<file path="src/sv/urx_pkg.sv">
package urx_pkg;

    // Register indexes on the configuration port
    localparam logic [1:0] REG_BIT_PERIOD = 2'd0;
    localparam logic [1:0] REG_HALF_BIT   = 2'd1;
    localparam logic [1:0] REG_TIMEOUT    = 2'd2;

    // Port widths
    localparam int CFG_IDX_W = 2;
    localparam int CFG_W     = 24;
    localparam int IN_W      = 8;
    localparam int OUT_W     = 16;

    // Register reset values
    localparam logic [23:0] BIT_PERIOD_RST = 24'd868;
    localparam logic [22:0] HALF_BIT_RST   = 23'd434;
    localparam logic [23:0] TIMEOUT_RST    = 24'd1000000;

    // Saturation limit of the elapsed tick counter
    localparam logic [23:0] CNT_MAX = 24'hFFFFFF;

    typedef enum logic [1:0] {
        ST_OK      = 2'd0,
        ST_TIMEOUT = 2'd1,
        ST_FRAME   = 2'd2
    } status_t;

    typedef struct packed {
        logic [23:0] bit_period;
        logic [22:0] half_bit_period;
        logic [23:0] timeout_ticks;
    } cfg_t;

    typedef struct packed {
        logic        valid;
        status_t     status;
        logic [7:0]  data_byte;
    } result_t;

endpackage

</file>
<file path="src/sv/uart_rx_8n1_timeout_top.sv">
// Timed asynchronous serial receiver, one byte per read, 8N1 framing.
// Slave stream: one beat per system clock tick with the sampled line level
// and an arm flag. Arming while idle starts a read: the receiver waits for
// the line to go idle high and then for the falling start edge, samples the
// data bits LSB first at mid-bit, then checks the stop bit.
// Master stream: one beat per read with a status (ok, timeout before the
// start edge, stop bit low) and the byte, which is zero unless status is ok.
// Configuration port: bit period, half bit period and timeout in ticks,
// written by the user only while no read is running; the block does not check it.
// A beat is captured in the input register and then processed into the
// result register, which drives master tvalid.
// Throughput: one slave beat every cycle except while stalled as below, set by
// the single-pass tick update between the input register and the result register.
// Stall: while a result waits in the result register, beats that cause no
// result still flow; s_tready drops only when the held beat would produce a
// result while the previous one is still waiting and m_tready is low.
// Reset: registers return to 868, 434 and 1000000 ticks, the receiver is
// idle and not armed, and both stream registers are empty.
module uart_rx_8n1_timeout_top
#(
    parameter int DATA_BITS = 8
)
(
    input  logic                          clk,
    input  logic                          rst_n,
    // slave stream, tdata: arm [0], rx_level [1], zero [7:2]
    input  logic                          s_tvalid,
    output logic                          s_tready,
    input  logic [urx_pkg::IN_W-1:0]      s_tdata,
    // master stream, tdata: status [1:0], data_byte [9:2], zero [15:10]
    output logic                          m_tvalid,
    input  logic                          m_tready,
    output logic [urx_pkg::OUT_W-1:0]     m_tdata,
    // configuration write port
    input  logic                          cfg_we,
    input  logic [urx_pkg::CFG_IDX_W-1:0] cfg_index,
    input  logic [urx_pkg::CFG_W-1:0]     cfg_data
);

    urx_pkg::cfg_t    cfg;
    urx_pkg::result_t res;

    logic             in_valid_reg, in_valid_next;
    logic             in_arm_reg;
    logic             in_rx_reg;
    logic             m_valid_reg, m_valid_next;
    urx_pkg::status_t m_status_reg;
    logic [7:0]       m_byte_reg;
    logic             advance;

    urx_cfg_regs u_cfg
    (
        .clk       (clk),
        .rst_n     (rst_n),
        .cfg_we    (cfg_we),
        .cfg_index (cfg_index),
        .cfg_data  (cfg_data),
        .cfg       (cfg)
    );

    urx_step #(.DATA_BITS(DATA_BITS)) u_step
    (
        .clk        (clk),
        .rst_n      (rst_n),
        .cfg        (cfg),
        .item_valid (in_valid_reg),
        .arm        (in_arm_reg),
        .rx_level   (in_rx_reg),
        .advance    (advance),
        .res        (res)
    );

    // Take the held beat unless its result has nowhere to go
    assign advance  = in_valid_reg & (~res.valid | ~m_valid_reg | m_tready);
    assign s_tready = ~in_valid_reg | advance;

    assign in_valid_next = s_tready ? s_tvalid : in_valid_reg;
    assign m_valid_next  = (advance & res.valid) | (m_valid_reg & ~m_tready);

    // Input register
    always_ff @(posedge clk or negedge rst_n)
    begin
        if (!rst_n)
        begin
            in_valid_reg <= 1'b0;
        end
        else
        begin
            in_valid_reg <= in_valid_next;
        end
    end

    always_ff @(posedge clk)
    begin
        if (s_tvalid && s_tready)
        begin
            in_arm_reg <= s_tdata[0];
            in_rx_reg  <= s_tdata[1];
        end
    end

    // Result register
    always_ff @(posedge clk or negedge rst_n)
    begin
        if (!rst_n)
        begin
            m_valid_reg <= 1'b0;
        end
        else
        begin
            m_valid_reg <= m_valid_next;
        end
    end

    always_ff @(posedge clk)
    begin
        if (advance && res.valid)
        begin
            m_status_reg <= res.status;
            m_byte_reg   <= res.data_byte;
        end
    end

    assign m_tvalid = m_valid_reg;
    assign m_tdata  = {6'd0, m_byte_reg, m_status_reg};

`ifndef SYNTHESIS
    a_stall_cause: assert property (@(posedge clk) disable iff (!rst_n)
        !s_tready |-> (in_valid_reg && res.valid && m_valid_reg && !m_tready))
        else $error("input stalled without a blocked result");

    a_error_byte_zero: assert property (@(posedge clk) disable iff (!rst_n)
        (m_valid_reg && m_status_reg != urx_pkg::ST_OK) |-> (m_byte_reg == 8'd0))
        else $error("nonzero byte with an error status");

    a_status_code: assert property (@(posedge clk) disable iff (!rst_n)
        m_valid_reg |-> (m_status_reg == urx_pkg::ST_OK ||
                         m_status_reg == urx_pkg::ST_TIMEOUT ||
                         m_status_reg == urx_pkg::ST_FRAME))
        else $error("result status out of range");
`endif

endmodule

</file>
<file path="src/sv/urx_cfg_regs.sv">
module urx_cfg_regs
(
    input  logic                          clk,
    input  logic                          rst_n,
    input  logic                          cfg_we,
    input  logic [urx_pkg::CFG_IDX_W-1:0] cfg_index,
    input  logic [urx_pkg::CFG_W-1:0]     cfg_data,
    output urx_pkg::cfg_t                 cfg
);

    logic [23:0] bit_period_reg;
    logic [22:0] half_bit_reg;
    logic [23:0] timeout_reg;

    // Write the addressed register; unknown indexes are dropped
    always_ff @(posedge clk or negedge rst_n)
    begin
        if (!rst_n)
        begin
            bit_period_reg <= urx_pkg::BIT_PERIOD_RST;
            half_bit_reg   <= urx_pkg::HALF_BIT_RST;
            timeout_reg    <= urx_pkg::TIMEOUT_RST;
        end
        else if (cfg_we)
        begin
            case (cfg_index)
                urx_pkg::REG_BIT_PERIOD: bit_period_reg <= cfg_data[23:0];
                urx_pkg::REG_HALF_BIT:   half_bit_reg   <= cfg_data[22:0];
                urx_pkg::REG_TIMEOUT:    timeout_reg    <= cfg_data[23:0];
                default:                 ;
            endcase
        end
    end

    assign cfg.bit_period      = bit_period_reg;
    assign cfg.half_bit_period = half_bit_reg;
    assign cfg.timeout_ticks   = timeout_reg;

endmodule

</file>
<file path="src/sv/urx_step.sv">
module urx_step
#(
    parameter int DATA_BITS = 8
)
(
    input  logic             clk,
    input  logic             rst_n,
    input  urx_pkg::cfg_t    cfg,
    input  logic             item_valid,
    input  logic             arm,
    input  logic             rx_level,
    input  logic             advance,
    output urx_pkg::result_t res
);

    localparam int          TOP_POS    = (DATA_BITS < 8) ? DATA_BITS - 1 : 7;
    localparam logic [3:0]  LAST_INDEX = 4'(DATA_BITS);

    typedef enum logic [2:0] {
        PH_IDLE      = 3'd0,
        PH_WAIT_HIGH = 3'd1,
        PH_WAIT_FALL = 3'd2,
        PH_HALF      = 3'd3,
        PH_DATA      = 3'd4,
        PH_STOP      = 3'd5
    } phase_t;

    phase_t      phase_reg, phase_next;
    logic [23:0] elapsed_reg, elapsed_next;
    logic [23:0] wait_reg, wait_next;
    logic [3:0]  index_reg, index_next;
    logic [7:0]  shift_reg, shift_next;

    logic             produce;
    urx_pkg::status_t status;
    logic [7:0]       byte_out;
    logic [23:0]      elapsed_bump;
    logic             wait_done;
    logic [23:0]      wait_dec;
    logic             timed_out;

    assign elapsed_bump = (elapsed_reg != urx_pkg::CNT_MAX) ? elapsed_reg + 24'd1 : elapsed_reg;
    assign wait_done    = (wait_reg <= 24'd1);
    assign wait_dec     = wait_reg - 24'd1;
    assign timed_out    = (elapsed_reg >= cfg.timeout_ticks);

    // Advance the receive sequence by one tick
    always_comb
    begin
        phase_next   = phase_reg;
        elapsed_next = elapsed_reg;
        wait_next    = wait_reg;
        index_next   = index_reg;
        shift_next   = shift_reg;
        produce      = 1'b0;
        status       = urx_pkg::ST_OK;
        byte_out     = 8'd0;
        case (phase_reg)
            PH_IDLE:
            begin
                if (arm)
                begin
                    phase_next   = PH_WAIT_HIGH;
                    elapsed_next = 24'd0;
                    wait_next    = 24'd0;
                    index_next   = 4'd0;
                    shift_next   = 8'd0;
                end
            end
            PH_WAIT_HIGH, PH_WAIT_FALL:
            begin
                if (phase_reg == PH_WAIT_HIGH && rx_level)
                begin
                    phase_next   = PH_WAIT_FALL;
                    elapsed_next = elapsed_bump;
                end
                else if (phase_reg == PH_WAIT_FALL && !rx_level)
                begin
                    // start edge seen: skip the half period when it is zero
                    index_next = 4'd0;
                    shift_next = 8'd0;
                    if (cfg.half_bit_period == 23'd0)
                    begin
                        phase_next = PH_DATA;
                        wait_next  = cfg.bit_period;
                    end
                    else
                    begin
                        phase_next = PH_HALF;
                        wait_next  = {1'b0, cfg.half_bit_period};
                    end
                end
                else if (timed_out)
                begin
                    phase_next   = PH_IDLE;
                    elapsed_next = 24'd0;
                    wait_next    = 24'd0;
                    index_next   = 4'd0;
                    shift_next   = 8'd0;
                    produce      = 1'b1;
                    status       = urx_pkg::ST_TIMEOUT;
                end
                else
                begin
                    elapsed_next = elapsed_bump;
                end
            end
            PH_HALF:
            begin
                if (wait_done)
                begin
                    phase_next = PH_DATA;
                    wait_next  = cfg.bit_period;
                end
                else
                begin
                    wait_next = wait_dec;
                end
            end
            PH_DATA:
            begin
                if (wait_done)
                begin
                    // shift the sampled bit in from the top, LSB first
                    shift_next = {1'b0, shift_reg[7:1]} | (8'(rx_level) << TOP_POS);
                    index_next = index_reg + 4'd1;
                    wait_next  = cfg.bit_period;
                    if (index_next >= LAST_INDEX)
                    begin
                        phase_next = PH_STOP;
                    end
                end
                else
                begin
                    wait_next = wait_dec;
                end
            end
            PH_STOP:
            begin
                if (wait_done)
                begin
                    phase_next   = PH_IDLE;
                    elapsed_next = 24'd0;
                    wait_next    = 24'd0;
                    index_next   = 4'd0;
                    shift_next   = 8'd0;
                    produce      = 1'b1;
                    if (rx_level)
                    begin
                        status   = urx_pkg::ST_OK;
                        byte_out = shift_reg;
                    end
                    else
                    begin
                        status = urx_pkg::ST_FRAME;
                    end
                end
                else
                begin
                    wait_next = wait_dec;
                end
            end
            default:
            begin
                phase_next   = PH_IDLE;
                elapsed_next = 24'd0;
                wait_next    = 24'd0;
                index_next   = 4'd0;
                shift_next   = 8'd0;
            end
        endcase
    end

    assign res.valid     = item_valid & produce;
    assign res.status    = status;
    assign res.data_byte = byte_out;

    // Hold state unless the current beat is taken
    always_ff @(posedge clk or negedge rst_n)
    begin
        if (!rst_n)
        begin
            phase_reg   <= PH_IDLE;
            elapsed_reg <= 24'd0;
            wait_reg    <= 24'd0;
            index_reg   <= 4'd0;
            shift_reg   <= 8'd0;
        end
        else if (advance)
        begin
            phase_reg   <= phase_next;
            elapsed_reg <= elapsed_next;
            wait_reg    <= wait_next;
            index_reg   <= index_next;
            shift_reg   <= shift_next;
        end
    end

`ifndef SYNTHESIS
    a_result_phase: assert property (@(posedge clk) disable iff (!rst_n)
        res.valid |-> (phase_reg == PH_WAIT_HIGH || phase_reg == PH_WAIT_FALL ||
                       phase_reg == PH_STOP))
        else $error("result outside a waiting or stop phase");

    a_idle_after_result: assert property (@(posedge clk) disable iff (!rst_n)
        (advance && res.valid) |=> (phase_reg == PH_IDLE && elapsed_reg == 24'd0))
        else $error("receiver not idle after a result");

    a_index_bound: assert property (@(posedge clk) disable iff (!rst_n)
        index_reg <= LAST_INDEX)
        else $error("bit index past the data width");
`endif

endmodule
</file>
<file path="config.mk">
export PLATFORM = sky130hd
export DESIGN_NAME = uart_rx_8n1_timeout_top
export DESIGN_NICKNAME = d
export VERILOG_FILES = /design/src/sv/urx_pkg.sv /design/src/sv/uart_rx_8n1_timeout_top.sv /design/src/sv/urx_cfg_regs.sv /design/src/sv/urx_step.sv
export SDC_FILE = /design/constraint.sdc
export NUM_CORES = 1
export LEC_CHECK = 0
export ABC_AREA = 1
export ABC_CLOCK_PERIOD_IN_PS = 2800
export BUFFER_PORTS_ARGS = -buffer_cell sky130_fd_sc_hd__buf_4
export CAP_MARGIN = 15
export CORE_ASPECT_RATIO = 0.8
export CORE_MARGIN = 5
export CORE_UTILIZATION = 57
export CTS_BUF_LIST = sky130_fd_sc_hd__clkbuf_8
export DETAILED_ROUTE_END_ITERATION = 8
export MAX_ROUTING_LAYER = met4
export PLACE_DENSITY = 0.78
export SETUP_SLACK_MARGIN = 0.15
export SYNTH_ARGS = -nofsm -noshare
export SYNTH_HDL_FRONTEND = slang
export SYNTH_HIERARCHICAL = 1
export SYNTH_SLANG_ARGS = --single-unit
</file>
<file path="constraint.sdc">
create_clock -name clk -period 2.8 [get_ports clk]
set_input_delay 0.42 -clock clk [delete_from_list [all_inputs] [get_ports clk]]
set_output_delay 0.42 -clock clk [all_outputs]
set_load 0.03 [all_outputs]
</file>
==> results by group <==
Cells and area
  • # fillers: around 1200
  • Share of cells above drive strength 1: between 20% and 30%
  • Area added between synthesis and finish: 21.7%
  • Nets: 1464
  • Commonest non-fill, non-tap cell in the layout: nand2_1
  • Leading cell types in the layout, fill and taps excluded: 412 x nand2_1, 145 x nor2_1, 124 x inv_1
  • # diodes: 0

Floorplanning
  • Die Footprint: between 0.015 and 0.02 mm2
  • Die Y: 124 um
  • Core area: roughly 0.016 mm2
  • Chip width: roughly 150 um
  • Initial Util: 58.2%
  • Rows: 41
  • I/O pin total: 57

Placed design
  • GP Congestion: 0.987
  • Pre-CTS setup slack: -152 ps
  • Hpwl dp: 17800 um
  • IO buf count: 44

Timing
  • Post-layout min period: 2950 ps
  • RSZ-0062 raised after global routing: yes
  • Worst-margin pin slew: 593 ps
  • FMAX: 0.339 GHz
  • Relative slew slack: roughly 60%
  • Minimum setup slack in the final design: -153 ps
  • Final period util: 105%
  • Pins Over Slew Limit: 0
  • Final setup fails: 50
  • Hold Vio Cnt, Final: 0
  • Setup skew after layout: 16.8 ps

Power
  • Int Pwr: between 5 and 6 mW
  • Sw power: 4.42 mW
  • Combinational power share: 52.8%
  • Design Power: roughly 9.4 mW
  • Clk pwr share: 17.3%
  • Leakage: 5.85 nW
  • Sequential share of power: 29.8%
  • Sw Ratio: 46.9%
  • Maximum vdd ir drop: 0.478 mV
  • PwrDens: 840 mW/mm2

Synth
  • Synthesized cell area: 0.00923 mm2
  • Synth Register Bits: roughly 150
  • Adder-Cell Fraction of Synth Area: 3.80%
  • EDFF count, synth: 12
  • Post-synthesis compound-gate area fraction: 3.40%
  • Post-Synth Simple-Gate Area: 40.7%
  • Xor/xnor cell area share of the yosys netlist: under 10%
  • Main combinational cell family by area after synthesis: simple AND/OR/NAND/NOR gates
  • Sequential area share after synthesis: about 41%
  • Synthesis warning total: 6
  • Synth Area per Inst: 7.06 um2
  • Mux contribution to synthesized area: 0%
  • Async set-or-reset flop fraction in the synthesized netlist: approximately nine tenths
  • Synth unique cells: 45
  • Commonest register cell after synthesis: dfrtp_1
  • Post-synthesis cell count: 1307

Global routing
  • Largest net degree at the start of global routing: 52
  • Vias in the first global route: ~8400
  • Initial antenna violation count: 0
  • First-pass GRT wire length: 42800 um
  • Overall Global Routing Usage: between 20% and 30%
  • Total gr overflow: 0

Route
  • Via Count: 9262
  • DRC viols: 0
  • Vias per cell: 5.70
  • Post-Route WL: 27000 um
  • Routed Antenna Nets: 0
  • 1st-pass router iterations: 7
  • DRT iter0 DRCs: 1032
  • Wirelength per Cell: 16.6 um

Worst setup path
  • Data required time of the worst path: 3170 ps
  • Max Fanout on Critical Path: 6
  • CP Launch Type: flop
  • CP endpoint kind: flop
  • Worst setup path class: reg -> reg
  • Crit path DAT: 3330 ps

CTS
  • Clock transition at the registers of the reported paths: 90 ps
  • Clk_lat worst skew: 470 ps
  • CTS root buffer: clkbuf_8
  • CTS tree: done
  • H-Tree Depth: 4
  • Clk buf depth: 2
  • CTS buffer count: 17
  • Clock sink count: about 150

Hold path
  • HP Class: in -> reg

Status
  • Failing checks: negative setup slack
  • Run status: finished, violations left

Flow run
  • Max-Cap Viols: 0
cell usage after synthesis (3+ instances only):
library cell / instances / area share, %
nand2_1: 464 / 19
nor2_1: 150 / 6.1
inv_1: 134 / 5.5
nand3_1: 132 / 7.2
dfrtp_1: 119 / 32
nand4_1: 76 / 5.2
ha_1: 28 / 3.8
o21ai_0: 27 / 1.5
buf_2: 22 / 1.2
buf_4: 17 / 1.4
dfstp_2: 17 / 4.8
a21oi_1: 15 / 0.81
edfxtp_1: 12 / 3.9
xnor2_1: 11 / 1.0
inv_2: 9 / 0.37
nand2_2: 7 / 0.47
buf_6: 6 / 0.73
nor2_2: 6 / 0.41
nor3_1: 6 / 0.33
xor2_1: 6 / 0.57
clkbuf_1: 5 / 0.20
buf_1: 3 / 0.12
nand3_2: 3 / 0.33
nand3b_1: 3 / 0.24
nor2_4: 3 / 0.37
metrics by stage:
step | TNS [ps] | utilization (%) | std cells | instance area [um2] | hold slack, ps
after floorplan | 0 | - | 1312 | 9260 | 124
after global placement | -855 | 62.6 | 1567 | 9920 | 360
after detailed placement | -2440 | 62.6 | 1567 | 9920 | 358
after CTS | -204 | 68.4 | 1616 | 10800 | 108
after global routing | -7360 | 70.8 | 1625 | 11200 | 108
final | -2500 | 70.8 | 1625 | 11200 | 129
power groups by stage:
stage	Sequential, mW	Clock, mW	Combinational [mW]
6_report	2.81	1.63	4.98
5_1_grt	2.85	1.76	5.40
4_1_cts	2.78	1.65	4.41
3_5_place_dp	2.81	0	3.73
3_3_place_gp	2.80	0	3.65
2_1_floorplan	2.75	0	2.75
timing repair:
action,4_1_cts,5_1_grt
buffers inserted,9,6
hold buffers,1,0
gates cloned,7,3
endpoints found under the hold margin,29,0
endpoints found under the setup margin,64,74
resized for setup,76,82
pin swaps,48,40
path summary, 6_finish.rpt:
path,start,endpoint,slack [ps],cells after the start
setup / recovery,u_cfg/timeout_reg[16],u_step/elapsed_reg[6],-150,18
hold / removal,s_tdata[0],in_arm_reg,130,1
setup reg to reg,u_cfg/timeout_reg[16],u_step/elapsed_reg[6],-150,18
hold reg to reg,u_cfg/bit_period_reg[9],u_cfg/bit_period_reg[9],470,2
max in group asynchronous,rst_n,u_cfg/timeout_reg[6],1690,3
min in group asynchronous,rst_n,u_step/wait_reg[17],440,2
cell families (layout without fill, tap and decap cells):
kind of cell	after synthesis	in the layout
compound gates	56	56
xor+xnor	17	17
buf+inv	196	292
flops	148	148
other cells	1	6
simple gates	861	863
fa+ha+maj	28	28
critical path, cell delays in order, from the launching register on:
cell and delay, ps:
dfstp_2 540, inv_1 50, ha_1 290, nand2_1 80, inv_1 60, nand3_1 110
inv_2 60, a21oi_4 180, nand2_4 80, nand2_4 70, a21boi_2 60, a31oi_1 140
nand2_1 130, nor3_4 260, o21a_4 270, nand3_4 200, buf_6 200, nand2_2 40
nor2_1 40
routing by layer:
layer,GRT usage [%],vias to the layer above,wire [um]
li1,-,4377,-
met3,6.84,62,2700
met5,-,-,0
met2,42.5,488,11800
met4,9.43,0,717
met1,40.9,4335,11700
layout make-up:
class,count,area [um2],share of cell area (%)
inverters,143,553,4.93
clock inverters,13,121,1.08
well taps,215,269,2.40
clock buffers,19,262,2.33
repair inverters,1,6.26,0.0557
repair buffers,116,1090,9.72
multi-input cells,970,5140,45.8
flip-flops and latches,148,3790,33.7
No activity file was read; power rests on OpenSTA's default activity.
